`src/rtl/ase_pkg.sv`:
```
// Shared constants and types for the ascending sort engine.
// No dependencies; every other file of the block uses this package.
package ase_pkg;

   localparam int MAX_ITEMS = 64;
   localparam int VALUE_W   = 32;
   localparam int CNT_W     = $clog2(MAX_ITEMS + 1);

   typedef enum logic [1:0] {
      ST_LOAD,
      ST_SETTLE,
      ST_DRAIN
   } state_type;

   // Control outputs of the sequencer toward the chain and the channels.
   typedef struct packed {
      logic req_ready;
      logic rsp_valid;
      logic rsp_last;
      logic overflow;
      logic insert;
      logic shift;
   } ctl_type;

endpackage

```
`src/rtl/ase_ctrl.sv`:
```
// Sequencer of the sort engine: counts held items, waits for the chain to settle,
// then paces the drain. Depends on ase_pkg.
module ase_ctrl (
   input  logic             clock,
   input  logic             reset,
   input  logic             req_valid,
   input  logic             req_last,
   input  logic             rsp_ready,
   output ase_pkg::ctl_type ctl
);
   import ase_pkg::*;

   state_type        state_ff, state_in;
   logic [CNT_W-1:0] count_ff, count_in;
   logic [CNT_W-1:0] settle_ff, settle_in;
   logic             drop_ff, drop_in;
   logic             req_fire, rsp_fire, full, settled;

   assign full     = count_ff == CNT_W'(MAX_ITEMS);
   assign settled  = settle_ff == CNT_W'(MAX_ITEMS - 1);
   assign req_fire = req_valid && ctl.req_ready;
   assign rsp_fire = ctl.rsp_valid && rsp_ready;

   // Next state.
   always_comb begin
      state_in = state_ff;
      unique case (state_ff)
         ST_LOAD:   if (req_fire && req_last) state_in = ST_SETTLE;
         ST_SETTLE: if (settled) state_in = ST_DRAIN;
         ST_DRAIN:  if (rsp_fire && count_ff == CNT_W'(1)) state_in = ST_LOAD;
         default:   state_in = ST_LOAD;
      endcase
   end

   // Outputs.
   always_comb begin
      ctl = '0;
      unique case (state_ff)
         ST_LOAD: begin
            ctl.req_ready = 1'b1;
            ctl.insert    = req_valid && !full;
         end
         ST_DRAIN: begin
            ctl.rsp_valid = 1'b1;
            ctl.rsp_last  = count_ff == CNT_W'(1);
            ctl.shift     = rsp_ready;
         end
         default: ;
      endcase
      ctl.overflow = drop_ff;
   end

   // Counters and the dropped flag.
   always_comb begin
      count_in  = count_ff;
      settle_in = '0;
      drop_in   = drop_ff;
      if (req_fire) begin
         if (full) drop_in = 1'b1;
         else      count_in = count_ff + CNT_W'(1);
      end
      if (state_ff == ST_SETTLE) settle_in = settle_ff + CNT_W'(1);
      if (rsp_fire) begin
         count_in = count_ff - CNT_W'(1);
         if (count_ff == CNT_W'(1)) drop_in = 1'b0;
      end
   end

   always_ff @(posedge clock) begin
      if (reset) begin
         state_ff  <= ST_LOAD;
         count_ff  <= '0;
         settle_ff <= '0;
         drop_ff   <= 1'b0;
      end else begin
         state_ff  <= state_in;
         count_ff  <= count_in;
         settle_ff <= settle_in;
         drop_ff   <= drop_in;
      end
   end

endmodule

```
`config.mk`:
```
export PLATFORM = sky130hd
export DESIGN_NAME = ase_ctrl
export DESIGN_NICKNAME = d
export VERILOG_FILES = /design/src/rtl/ase_pkg.sv /design/src/rtl/ase_ctrl.sv
export SDC_FILE = /design/constraint.sdc
export NUM_CORES = 1
export LEC_CHECK = 0
export ABC_AREA = 1
export ABC_CLOCK_PERIOD_IN_PS = 1600
export BUFFER_PORTS_ARGS = -buffer_cell sky130_fd_sc_hd__buf_2
export CORE_ASPECT_RATIO = 0.9
export CORE_MARGIN = 2
export CORE_UTILIZATION = 50
export CTS_BUF_LIST = sky130_fd_sc_hd__clkbuf_8
export DETAILED_ROUTE_END_ITERATION = 7
export PLACE_DENSITY = 0.7
export SLEW_MARGIN = 20
export SYNTH_ARGS = -nofsm -noshare
export SYNTH_HDL_FRONTEND = slang
export SYNTH_SLANG_ARGS = --single-unit
```
`constraint.sdc`:
```
create_clock -name clock -period 1.6 [get_ports clock]
set_clock_uncertainty 0.05 [all_clocks]
set_input_delay 0 -clock clock [delete_from_list [all_inputs] [get_ports clock]]
set_output_delay 0 -clock clock [all_outputs]
set_load 0.05 [all_outputs]
```
==> flow_metrics.env <==
export IMPL_status="complete, no violations"
export IMPL_viasPerCell=4.96
export IMPL_crit_arrival_ps=1420
export IMPL_row_count=15
export IMPL_rsz0062_at_grt="no"
export IMPL_vias=913
export IMPL_grtUsageTotal_pct=19.5
export IMPL_period_needed_ps=1470
export IMPL_min_from="req_valid"
export IMPL_synthMuxAreaShare_pct=0
export IMPL_dpl_worst_slack_ps=177
export IMPL_antenna_left=0
export IMPL_multiInputGateArea_um2=559
export IMPL_synth_top_area_cell="dfxtp_1"
export IMPL_n_antenna_cell=0
export IMPL_post_cts_buffers=0
export IMPL_synthesis_area_mm2=0.00100
export IMPL_top_layer="met4"
export IMPL_die_y_um=46.5
export IMPL_placed_cells=178
export IMPL_route_detailed_drc=0
export IMPL_syn_nets=156
export IMPL_hold_viol=0
export IMPL_synth_top_area_share_pct=33.9
export IMPL_fill_cells=194
export IMPL_fin_crit_sh_pct=91.9
export IMPL_clock_root_buffer="clkbuf_8"
export IMPL_area_growth_pct=13.6
export IMPL_placed_area_mm2=0.00106
export IMPL_m1WireLength_um=992
export IMPL_final_cell_area_mm2=0.00114
export IMPL_cts_max_level=1
export IMPL_synth_edf_count=0
export IMPL_netlist_instances=146
export IMPL_synth_fa_ha_area_share_pct=6.23
export IMPL_power_mw=0.888
export IMPL_cts_clk_slew_worst_paths_ps=70
export IMPL_die_area_mm2=0.00238
export IMPL_place_gp_congestion=0.870
export IMPL_synthMostInstantiatedCell="nand2_1"
export IMPL_crit_type="reg -> out"
export IMPL_initial_core_util_pct=52.5
export IMPL_hp_class="in -> reg"
export IMPL_grt_max_degree=12
export IMPL_cap_viol_max_count=0
export IMPL_cp_required_ps=1550
export IMPL_setup_viol=0
export IMPL_wl_per_cell_um=10.6
export IMPL_cts_sinks=17
export IMPL_cp_slowest_cell="dfxtp_2"
export IMPL_grt_overflow_total=0
export IMPL_antenna_found_initial=0
export IMPL_layout_nets=170
export IMPL_stdcell_count=184
export IMPL_hpwl_um=1500
export IMPL_hold_ws_ps=101
export IMPL_core_mm2=0.00191
export IMPL_yosys_warnings=0
export IMPL_clk_latency_ps=250
export IMPL_synth_xor_area_share_pct=0.872
export IMPL_drt_iter0_drc=17
export IMPL_fin_ws_ps=130
export IMPL_p_leak_nw=0.519
export IMPL_syn_avg_cell_area_um2=6.88
export IMPL_rr_startpoint="count_ff[2]$_SDFFE_PP0P_"
export IMPL_totalWireLength_um=1950
export IMPL_cts_tree="done"
export IMPL_firstDrtPassIters=4
export IMPL_synth_cell_types=21
export IMPL_portBuffers=10
export IMPL_max_stage_delay_ps=340
export IMPL_cp_max_fo=4
export IMPL_synthSimpleGateAreaFrac_pct=37.5
export IMPL_synthFlopType="dfxtp_1"
export IMPL_path_cells="inv_2 -> ha_1 -> inv_1 -> nor4_2 -> buf_4"
export IMPL_synth_top_family_by_area="simple AND/OR/NAND/NOR gates"
export IMPL_worst_pin_slew_ps=412
export IMPL_cpLargestDelayFamily="buffers and inverters"
export IMPL_worst_setup_path_start_kind="register"
export IMPL_ys_ff_latch=17
export IMPL_yosys_top_cells_area="dfxtp_1 (34%), nand2_1 (13%), inv_1 (7.8%)"
export IMPL_synth_compound_area_share_pct=9.96
export IMPL_ys_seq_area_share_pct=33.9
export IMPL_cellPowerDensity_mw_per_mm2=778
export IMPL_critPathBufInv=3
export IMPL_yosys_top_cells_count="nand2_1 (34), inv_1 (21), nor2_1 (21)"
export IMPL_grt_pass1_wl_um=3340
export IMPL_max_freq_ghz=0.680
export IMPL_clockBufferDepth=2
export IMPL_grt_pass1_vias=803
export IMPL_worst_setup_path_end_kind="output port"
export IMPL_dr_wl_met3_um=67
export IMPL_drive_above_1_share_pct=16.4
export IMPL_wl_met2_um=860
export IMPL_die_w_um=51.3
export IMPL_final_seq_area_um2=343
export IMPL_slew_headroom_pct=72.5
export IMPL_numCtsBuffers=3
export IMPL_async_flop_share_pct=0
export IMPL_worstSetupStartpoint="count_ff[1]$_SDFFE_PP0P_"
export IMPL_slew_viol_final=0
export IMPL_ir_drop_v=0.000596
export IMPL_ios=11
per-stage QoR:
stage                     util, %  TNS (ps)
final                        59.6         0
after global routing         59.6         0
after CTS                    59.1         0
after detailed placement     55.6         0
after global placement       55.6         0
after floorplan                 -     -8.38
cells in the final DEF (no fill, tap or decap), types with 3 or more instances in the layout:
cell	netlist	final
o21ai_0	4	4
nand3_1	13	13
nand2_1	34	34
inv_1	21	19
ha_1	5	5
nor2_1	21	19
buf_2	0	8
clkbuf_8	0	3
a21oi_1	12	12
dfxtp_1	17	15
what timing repair did:
item | CTS | global route
gates resized for setup | 0 | 8
hold buffers | 2 | 0
endpoints found under the setup margin | 0 | 3
endpoints found under the hold margin | 4 | 0
kinds of logic after synthesis:
kind of cell | Yosys count
compound gates | 19
xor+xnor | 1
fa+ha+maj | 5
buf+inv | 25
flops | 17
simple gates | 79
worst paths after layout:
| check | end | slack (ps) | cells past startpoint |
|---|---|---|---|
| max | ctl[3] | 130 | 5 |
| min | state_ff[0]$_SDFFE_PP0P_ | 100 | 5 |
| max reg2reg | count_ff[3]$_SDFFE_PP0P_ | 230 | 7 |
| min reg2reg | settle_ff[0]$_SDFF_PP0_ | 400 | 1 |
per-layer routing:
metal	track usage, %	vias up
li1	-	485
met5	0	-
met4	11.1	0
met1	24.4	407
met2	32.5	17
met3	2.92	4
worst reg2reg max path, stage by stage (launching register included):
cell	delay (ps)
dfxtp_1	570
nand2_1	90
nor2_1	150
nand2_1	70
o21ai_1	120
nand3_1	100
nand2_1	70
nor2_1	40
flip-flops by register name, indices dropped and copies added, names as in the netlist:
signal     count
count_ff       7
settle_ff      7
state_ff       2
drop_ff        1
power breakdown:
part	leakage (nW)	switching (mW)	internal [mW]	total [mW]
Clock	0.0255	0.156	0.173	0.329
Sequential	0.138	0.00991	0.433	0.443
Combinational	0.356	0.0759	0.0402	0.116
final cells by class:
class	count	area share, %
multi-input cells	104	49.0
flip-flops and latches	17	30.0
repair buffers	13	7.24
inverters	21	6.91
clock buffers	3	3.62
well taps	25	2.74
clock inverters	1	0.439
Note: power is estimated with default switching activity, not from simulation.
