### config.mk
export PLATFORM = sky130hd
export DESIGN_NAME = ase_cell
export DESIGN_NICKNAME = d
export VERILOG_FILES = /design/src/rtl/ase_pkg.sv /design/src/rtl/ase_cell.sv
export SDC_FILE = /design/constraint.sdc
export NUM_CORES = 1
export LEC_CHECK = 0
export ABC_AREA = 1
export BUFFER_PORTS_ARGS = -buffer_cell sky130_fd_sc_hd__buf_2
export CORE_MARGIN = 10
export CORE_UTILIZATION = 45
export CTS_BUF_LIST = sky130_fd_sc_hd__clkbuf_4 sky130_fd_sc_hd__clkbuf_8
export CTS_CLUSTER_SIZE = 8
export DETAILED_ROUTE_END_ITERATION = 8
export PLACE_DENSITY = 0.74
export REMOVE_ABC_BUFFERS = 1
export SYNTH_ARGS = -nofsm -noshare
export SYNTH_HDL_FRONTEND = slang
export SYNTH_SLANG_ARGS = --single-unit
### constraint.sdc
create_clock -name clock -period 3.1 [get_ports clock]
set_input_delay 0.31 -clock clock [delete_from_list [all_inputs] [get_ports clock]]
set_output_delay 0.31 -clock clock [all_outputs]
set_load 0.1 [all_outputs]
### src/rtl/ase_pkg.sv
// Shared constants and types for the ascending sort engine.
// No dependencies; every other file of the block uses this package.
package ase_pkg;

   localparam int MAX_ITEMS = 64;
   localparam int VALUE_W   = 32;
   localparam int CNT_W     = $clog2(MAX_ITEMS + 1);

   typedef enum logic [1:0] {
      ST_LOAD,
      ST_SETTLE,
      ST_DRAIN
   } state_type;

   // Control outputs of the sequencer toward the chain and the channels.
   typedef struct packed {
      logic req_ready;
      logic rsp_valid;
      logic rsp_last;
      logic overflow;
      logic insert;
      logic shift;
   } ctl_type;

endpackage

### src/rtl/ase_cell.sv
// One cell of the systolic insertion chain: holds one value, passes the larger on.
// Depends on ase_pkg.
module ase_cell (
   input  logic                                clock,
   input  logic                                reset,
   input  logic                                shift,
   input  logic                                pass_in_valid,
   input  logic signed [ase_pkg::VALUE_W-1:0]  pass_in_value,
   input  logic                                right_valid,
   input  logic signed [ase_pkg::VALUE_W-1:0]  right_value,
   output logic                                pass_out_valid,
   output logic signed [ase_pkg::VALUE_W-1:0]  pass_out_value,
   output logic                                held_valid,
   output logic signed [ase_pkg::VALUE_W-1:0]  held_value
);
   import ase_pkg::*;

   logic                       held_valid_ff, held_valid_in;
   logic signed [VALUE_W-1:0]  held_value_ff, held_value_in;
   logic                       pass_valid_ff, pass_valid_in;
   logic signed [VALUE_W-1:0]  pass_value_ff, pass_value_in;
   logic                       in_smaller;

   assign in_smaller = pass_in_value < held_value_ff;

   always_comb begin
      held_valid_in = held_valid_ff;
      held_value_in = held_value_ff;
      pass_valid_in = 1'b0;
      pass_value_in = pass_value_ff;
      if (shift) begin
         // Drain: the whole row moves one place toward the head.
         held_valid_in = right_valid;
         held_value_in = right_value;
      end else if (pass_in_valid) begin
         if (!held_valid_ff) begin
            held_valid_in = 1'b1;
            held_value_in = pass_in_value;
         end else if (in_smaller) begin
            held_value_in = pass_in_value;
            pass_valid_in = 1'b1;
            pass_value_in = held_value_ff;
         end else begin
            pass_valid_in = 1'b1;
            pass_value_in = pass_in_value;
         end
      end
   end

   always_ff @(posedge clock) begin
      if (reset) begin
         held_valid_ff <= 1'b0;
         pass_valid_ff <= 1'b0;
      end else begin
         held_valid_ff <= held_valid_in;
         pass_valid_ff <= pass_valid_in;
      end
      held_value_ff <= held_value_in;
      pass_value_ff <= pass_value_in;
   end

   assign pass_out_valid = pass_valid_ff;
   assign pass_out_value = pass_value_ff;
   assign held_valid     = held_valid_ff;
   assign held_value     = held_value_ff;

endmodule

==> flow_summary.ini, run 1 <==
[timing]
fin_crit_ns = 2.434
rsz0062_at_grt = no
setup_viol = 0
worst_slew_pin_slew_ns = 0.7116
fin_setup_tns_ns = 0
clock_skew_ns = 0.01370
slew_headroom = 0.5256
drv_slew = 0
hold_viol_final = 0
fin_crit_sh = 0.7850
max_freq_mhz = 410.9

[grt]
grtUsageTotal = 0.1608
grt_pass1_wl_um = 16230
antenna_found_initial = 0
grt_max_degree = 37
grt_pass1_vias = 3311
grt_overflow_total = 0

[logic_synthesis]
synth_cells = 422
ys_ff_latch = 66
synth.avg_cell_area_um2 = 8.720
synth_xor_area_frac = 0
synth_mux_area_frac = 0
ys_seq_area_frac = 0.5332
synth-compound-area-share = 0.03570
synth_top_family_by_area = simple AND/OR/NAND/NOR gates
synthSimpleGateAreaFrac = 0.2533
yosys_warnings = 0
syn_area_um2 = 3680
synthAdderAreaFrac = 0.1054
yosysUniqueCellTypes = 17

[pwr]
power.density_nw_per_um2 = 635.5
p_leak_nw = 2.460
sw_frac_of_total = 0.4027
internal_power_mw = 1.759
seqPwrFrac = 0.384
pwr-share-comb = 0.349
clockPowerShare = 0.267
ir_worst_vdd_mv = 0.2991
p_sw_mw = 1.186

[worst_setup_path]
critPathTopFamily = simple AND/OR/NAND/NOR gates
critPathMaxFanout = 31
cpPeakStageDelay_ns = 0.43
start_kind = flop
cp_slowest_cell = edfxtp_1
cp.required_ns = 3.19
worstSetupPathType = reg -> reg
reg2regPathDepth = 14
worstSetupEndpointType = flop
path_cells = inv_1 > ha_1 > a21oi_1 > nor2_1 > nor3_1 > nand2_1 > nand2_1 > nand2_1 > nand2_2 > nand2_2 > nand2_1 > nand2_2 > nand2_1 > nand2_1
cp.depth = 14
cp_data_arrival_time_ns = 2.52
crit_top_cell = nand2_1
worst-path-buf-inv = 1

[clocking]
cts.path.max_buffers = 2
numClockSinks = 66
root_buffer = clkbuf_8
clk_pin_slew_ns = 0.08
cts_buffers = 9
cts_resized = 0
cts_hold_buf = 0
postCtsSetupRepairBufs = 0
cts_tree = yes
clk_latency_ns = 0.34
h-tree-depth = 3

[placed_design]
dp_cells = 649
io_buffer_count = 134
place_congestion = 0.7972
dp_hpwl_um = 7327

[floorplanning]
io_pins = 135
coreArea_um2 = 7848
num_rows = 32
die_area_um2 = 12190
die_width_um = 110.4
die_h_um = 110.4
start_util = 0.4689

[hold_path]
holdCritPathClass = in -> reg
hold_depth = 2

[drt]
route.detailed.drc = 0
wl_per_cell_um = 14.89
vias_per_cell = 4.733
vias = 3143
first_iter_violations = 133
first_pass_iters = 4
drt_wl_total_um = 9888
ant_nets = 0

[run]
max-cap-violations = 0

[status]
status = finished, final reports clean

[finish]
syn2layout_area_growth_pct = 25.91
fill_cells = 746
drive_gt1_frac = 0.2865
fin_cells = 664
postLayoutCoreUtil = 0.5904
diodes = 0
final_cell_mix = nand2_1 (218), buf_2 (134), edfxtp_1 (64), inv_1 (46), ha_1 (31)
fin_nets = 658
final_common_cell = nand2_1
registers in the layout, summed over array words and instances (netlist names):
register / flops
held_value: 32
pass_out_valid: 1
held_valid: 1
pass_out_value: 32
worst register-to-register path: cells and delay by family, from the launching register on:
| family | cells | cell delay [ns] |
|---|---|---|
| adder cells (fa/ha/maj) | 1 | 0.23 |
| buffers and inverters | 1 | 0.08 |
| AND/OR/NAND/NOR | 11 | 1.30 |
| flip-flops | 1 | 0.43 |
| AO/OA/AOI/OAI | 1 | 0.14 |
final timing paths:
| kind | startpoint | endpoint | slack, ns |
|---|---|---|---|
| hold reg to reg | held_value[29] | pass_out_value[29] | 0.57 |
| hold / removal | reset | held_valid | 0.14 |
| setup / recovery | held_value[5] | pass_out_value[11] | 0.67 |
| setup reg to reg | held_value[5] | pass_out_value[11] | 0.67 |
power groups by stage:
stage	clock, mW	sequential (mW)	combinational [mW]
finish	0.785	1.13	1.03
global route	0.839	1.14	1.12
CTS	0.798	1.13	1.04
detailed placement	0	1.15	1.04
global placement	0	1.15	1.01
floorplan	0	1.63	0.314
final cells by class:
type | instances | area (um2) | share of cell area
clock buffers | 10 | 131.4 | 0.02836
multi-input cells | 297 | 1459 | 0.3149
flip-flops and latches | 66 | 1962 | 0.4234
repair buffers | 138 | 700.7 | 0.1512
well taps | 102 | 127.6 | 0.02755
inverters | 46 | 172.7 | 0.03727
clock inverters | 5 | 80.08 | 0.01728
stage by stage:
step | power, mW | hold WS, ns | area (um2) | setup WS [ns]
finish | 2.944 | 0.1354 | 4633 | 0.6665
detailed placement | 2.186 | 0.4847 | 4422 | 0.6171
global route | 3.105 | 0.1333 | 4633 | 0.3578
floorplan | 1.940 | 0.3791 | 3586 | -0.04150
global placement | 2.156 | 0.4794 | 4422 | 0.7045
CTS | 2.969 | 0.1220 | 4633 | 0.6494
per-layer routing:
metal,GRT usage,share of wire,vias to the layer above
li1,-,-,1615
met1,0.1924,0.42,1402
met2,0.2684,0.49,116
met3,0.05348,0.079,10
met4,0.04491,0.0092,0
met5,0,0,-
Yosys cell counts:
cell type	number	area, um2
a21oi_1	15	75.07
a21oi_2	1	8.760
buf_6	6	67.56
clkbuf_1	7	26.28
dfxtp_1	2	40.04
edfxtp_1	64	1922
ha_1	31	387.9
inv_1	46	172.7
nand2_1	218	818.3
nand2_2	4	25.02
nand3_1	5	25.02
nand4_1	1	6.260
nor2_1	8	30.03
nor2_2	2	12.51
nor3_1	3	15.01
o21a_1	1	7.510
o21ai_0	8	40.04
cells by family after synthesis:
group | Yosys count
buffers and inverters | 59
AO/OA/AOI/OAI | 25
flip-flops | 66
AND/OR/NAND/NOR | 241
adder cells (fa/ha/maj) | 31
(Power assumes the default switching activity.)
==> run 2: changes to the inputs <==
- clock period: 3.1 -> 2.5 ns (I/O delays scaled with it)
==> run 2 against run 1 <==
Effect of this change: via count is 0.76% higher; first-iteration DRC count is 5.3% lower; combinational power is 27% higher; cell count is 1.1% higher; total power is 29% higher; hold slack worse by 0.058 ns; wire length is 2.2% higher; critical path depth is 1 lower; die area stayed put; clock power is 38% higher; sequential power is 24% higher; utilization is 1.1 points higher; largest power group unchanged.
==> flow_summary.ini, run 2 (synthesis results as in run 1) <==
[placed_design]
dp_cells = 654
io_buffer_count = 134
dp_hpwl_um = 7713
place_congestion = 0.8247

[finish]
final_common_cell = nand2_1
syn2layout_area_growth_pct = 28.29
fin_cells = 671
fin_nets = 664
final_cell_mix = nand2_1 (218), buf_2 (134), edfxtp_1 (64), inv_1 (46), ha_1 (31)
drive_gt1_frac = 0.2953
diodes = 0

[worst_setup_path]
worstSetupPathType = reg -> reg
ff2ff_setup_slack_ns = 0.24
start_kind = flop
r2r-end = pass_out_value[22]
cp_data_arrival_time_ns = 2.35
reg2regPathDepth = 13
critical_path.reg2reg.startpoint = held_value[9]
critPathMaxFanout = 11
cp.required_ns = 2.59
worstSetupEndpointType = flop

[timing]
hold_viol_final = 0
max_freq_mhz = 442.6
worst_slew_pin_slew_ns = 0.5152
fin_crit_sh = 0.9037
drv_slew = 0
slew_headroom = 0.6589
fin_crit_ns = 2.259
clock_skew_ns = 0.01036
setup_viol = 0

[pwr]
fin_total_pwr_mw = 3.799
p_leak_nw = 2.516
ir_worst_vdd_mv = 0.4163
power.density_nw_per_um2 = 804.8

[floorplanning]
die_width_um = 110.4
die_h_um = 110.4
coreArea_um2 = 7848
die_area_um2 = 12190
num_rows = 32
start_util = 0.4689
io_pins = 135

[clocking]
h-tree-depth = 3
cts_tree = yes
cts.path.max_buffers = 2
cts_hold_buf = 0
numClockSinks = 66
root_buffer = clkbuf_8
cts_buffers = 9
clk_latency_ns = 0.34
clk_pin_slew_ns = 0.08

[grt]
grtUsageTotal = 0.1608
grt_overflow_total = 0
grt_max_degree = 36
antenna_found_initial = 0
grt_pass1_vias = 3383
grt_pass1_wl_um = 16180

[drt]
first_iter_violations = 126
ant_nets = 0
wl_per_cell_um = 15.06
first_pass_iters = 4
vias = 3167
vias_per_cell = 4.720
drt_wl_total_um = 10110
route.detailed.drc = 0

[run]
max-cap-violations = 0

[hold_path]
hold_end = held_valid
hold_depth = 2
holdCritPathClass = in -> reg
hold_start = reset

[status]
status = finished, final reports clean
run 2: layer usage:
metal,track usage,vias to the layer above,part of all wire,wire [um]
li1,-,1633,-,-
met1,0.1890,1418,0.43,4325
met5,0,-,0,0
met2,0.2703,110,0.49,4968
met3,0.04376,6,0.069,696
met4,0.06563,0,0.011,116
run 2: final cells by class:
class,count,area (um2)
Timing Repair Buffer,144,753.2
Fill cell,728,3127
Multi-Input combinational cell,297,1464
Tap cell,102,127.6
Clock buffer,9,123.9
Sequential cell,66,1962
Inverter,46,172.7
Clock inverter,7,117.6
run 2: worst max-delay path by stage:
stage / end / from / depth (start not counted) / slack [ns]
3_3_place_gp: pass_out_value[15] / held_value[5] / 15 / 0.24
6_report: pass_out_value[22] / held_value[9] / 13 / 0.24
2_1_floorplan: held_value[0] / held_value[21] / 11 / -0.64
5_1_grt: pass_out_value[22] / held_value[5] / 15 / -0.02
3_5_place_dp: pass_out_value[22] / held_value[9] / 13 / 0.17
4_1_cts: pass_out_value[22] / held_value[9] / 13 / 0.15
run 2: what timing repair did:
action | CTS | global route
resized for setup | 0 | 3
setup buffers | 0 | 1
setup endpoints to repair | 0 | 54
run 2: metrics by stage:
step | hold slack [ns] | utilization | setup TNS (ns) | worst slack (ns) | instance area [um2]
after floorplan | 0.3191 | - | -42.67 | -0.6415 | 3586
after global placement | 0.4209 | 0.5682 | 0 | 0.2364 | 4459
after detailed placement | 0.4298 | 0.5682 | 0 | 0.1717 | 4459
after CTS | 0.06677 | 0.5990 | 0 | 0.1490 | 4701
after global routing | 0.08219 | 0.6016 | -0.1361 | -0.01732 | 4721
final | 0.07738 | 0.6016 | 0 | 0.2408 | 4721
run 2: power breakdown:
part	internal [mW]	switching, mW	total [mW]
Clock	0.662	0.422	1.08
Combinational	0.287	1.03	1.31
Sequential	1.35	0.0494	1.40
run 2: worst max-delay path, stage by stage (launching register included):
cell and delay [ns]:
edfxtp_1 0.42, inv_1 0.08, ha_1 0.24, a21oi_1 0.16
o21ai_0 0.11, a21oi_1 0.17, nand2_1 0.11, nand2_2 0.09
nand2_2 0.08, nand2_1 0.11, nand2_4 0.12, buf_4 0.20
nand2_1 0.07, nand2_1 0.06
==> run 3: changes to the inputs <==
- CORE_MARGIN: 10 -> 5
- PLACE_DENSITY: 0.74 -> 0.77
- clock period: 2.5 -> 1.9 ns (I/O delays scaled with it)
==> run 3 against run 2 <==
Effect of this change: the flow now finishes with violations (negative setup slack); clock power is 5% lower; fmax is 4.6% lower; first-iteration DRC count is 13% lower; die area is 17% lower; global-route usage is 4.5 points higher; clock skew is 0.0019 ns lower; cell area is 20% higher; critical path type unchanged; total power is 38% higher; critical path depth stayed put; setup slack worse by 0.71 ns; largest power group is now combinational cells.
==> flow_summary.ini, run 3 (synthesis results as in run 1) <==
[grt]
grt_overflow_total = 0
grtUsageTotal = 0.2062
grt_pass1_wl_um = 16150
grt_max_degree = 33
grt_pass1_vias = 3568
antenna_found_initial = 0

[drt]
vias_per_cell = 4.875
wl_met1_um = 4579
wl_met2_um = 5638
met3WireLength_um = 781
ant_nets = 0
drt_wl_total_um = 11290
first_pass_iters = 4
wl_per_cell_um = 15.04
first_iter_violations = 109
highest_layer = met4
vias = 3661
route.detailed.drc = 0

[timing]
fin_crit_sh = 1.247
drv_slew = 0
finalWorstSetupSlack_ns = -0.4685
max_freq_mhz = 422.2
clock_skew_ns = 0.008430
setup_viol = 64
rsz0062_at_grt = yes
fin_crit_ns = 2.369
worst_slew_pin_slew_ns = 0.5241
hold_viol_final = 0
fin_setup_tns_ns = -28.01
slew_headroom = 0.6530

[worst_setup_path]
critPathMaxFanout = 6
cpPeakStageDelay_ns = 0.39
critPathTopFamily = simple AND/OR/NAND/NOR gates
worst-path-buf-inv = 3
cp_data_arrival_time_ns = 2.47
ff2ff_setup_slack_ns = -0.47
cp_slowest_cell = edfxtp_1
worstSetupEndpointType = flop
worstSetupPathType = reg -> reg
reg2regPathDepth = 13
path_cells = inv_1 > ha_1 > a21oi_1 > o21ai_1 > nand2_1 > nand3_2 > a21oi_4 > nand2_4 > nand2_4 > nand3_2 > nand2_2 > clkinv_4 > clkbuf_16
critical_path.reg2reg.startpoint = held_value[17]
cp.required_ns = 2.00
r2r-end = held_value[17]
start_kind = flop

[clocking]
root_buffer = clkbuf_8
cts_tree = yes
cts_buffers = 9
numClockSinks = 66
cts.path.max_buffers = 2
clk_latency_ns = 0.34
clk_pin_slew_ns = 0.07
h-tree-depth = 3

[placed_design]
place_congestion = 0.8269
io_buffer_count = 134
placedInstanceArea_um2 = 4954
dp_hpwl_um = 7614

[floorplanning]
start_util = 0.4547
die_area_um2 = 10090
num_rows = 33
io_pins = 135
coreArea_um2 = 8093
die_width_um = 100.4
die_h_um = 100.4

[finish]
syn2layout_area_growth_pct = 54.27
multi_input_area_um2 = 1767
final_common_cell = nand2_1
fin_nets = 741
diodes = 0
drive_gt1_frac = 0.4814
final_cell_mix = nand2_1 (169), buf_2 (134), buf_4 (68), edfxtp_1 (64), inv_1 (42)
fin_area_um2 = 5677
regArea_um2 = 1962
fill_cells = 609

[status]
status = finished with violations
violations = negative setup slack

[pwr]
ir_worst_vdd_mv = 0.5436
p_leak_nw = 2.989
power.density_nw_per_um2 = 925.6
fin_total_pwr_mw = 5.254

[hold_path]
hold_start = right_value[26]
hold_end = held_value[26]
holdCritPathClass = in -> reg
hold_depth = 3

[run]
max-cap-violations = 0
## run 3: worst max-delay path by stage
stage / start / to / slack, ns / depth (start not counted)
finish: held_value[17] / held_value[17] / -0.47 / 13
global route: held_value[17] / held_value[16] / -0.60 / 13
CTS: held_value[5] / held_value[12] / -0.24 / 14
detailed placement: held_value[5] / held_value[4] / -0.31 / 14
global placement: held_value[5] / held_value[4] / -0.22 / 14
floorplan: held_value[21] / held_value[0] / -1.24 / 11
## run 3: area by class of cell
type / count / area share
well taps: 105 / 0.02314
clock inverters: 5 / 0.003747
flip-flops and latches: 66 / 0.3456
inverters: 46 / 0.03130
repair buffers: 221 / 0.2605
clock buffers: 11 / 0.02447
multi-input cells: 297 / 0.3112
## run 3: power by group
group	switching (mW)	internal, mW
clock network	0.539	0.486
logic	1.63	0.768
registers	0.0518	1.78
## run 3: worst min-delay path, cell delays in order
cell and delay (ns):
buf_2 0.08, nand2_1 0.04, nand2_1 0.05
## run 3: repair_timing
item,4_1_cts,5_1_grt
pin swaps,5,21
setup buffers,4,6
hold endpoints to repair,1,0
hold buffers,1,0
gates cloned,3,3
endpoints found under the setup margin,64,64
gates resized for setup,44,73
## run 3: stage by stage
step,setup slack (ns),util,std cells,hold WS [ns]
4_1_cts,-0.2438,0.6563,742,0.1042
3_3_place_gp,-0.2193,0.6121,719,0.3611
3_5_place_dp,-0.3056,0.6121,719,0.3650
6_report,-0.4685,0.7015,751,0.1253
2_1_floorplan,-1.242,-,409,0.2591
5_1_grt,-0.6007,0.7015,751,0.1178
## run 3: routing by layer
layer	track usage	vias to the layer above
li1	-	1794
met1	0.2533	1700
met2	0.3461	145
met3	0.04517	22
met4	0.09430	0
met5	0	-
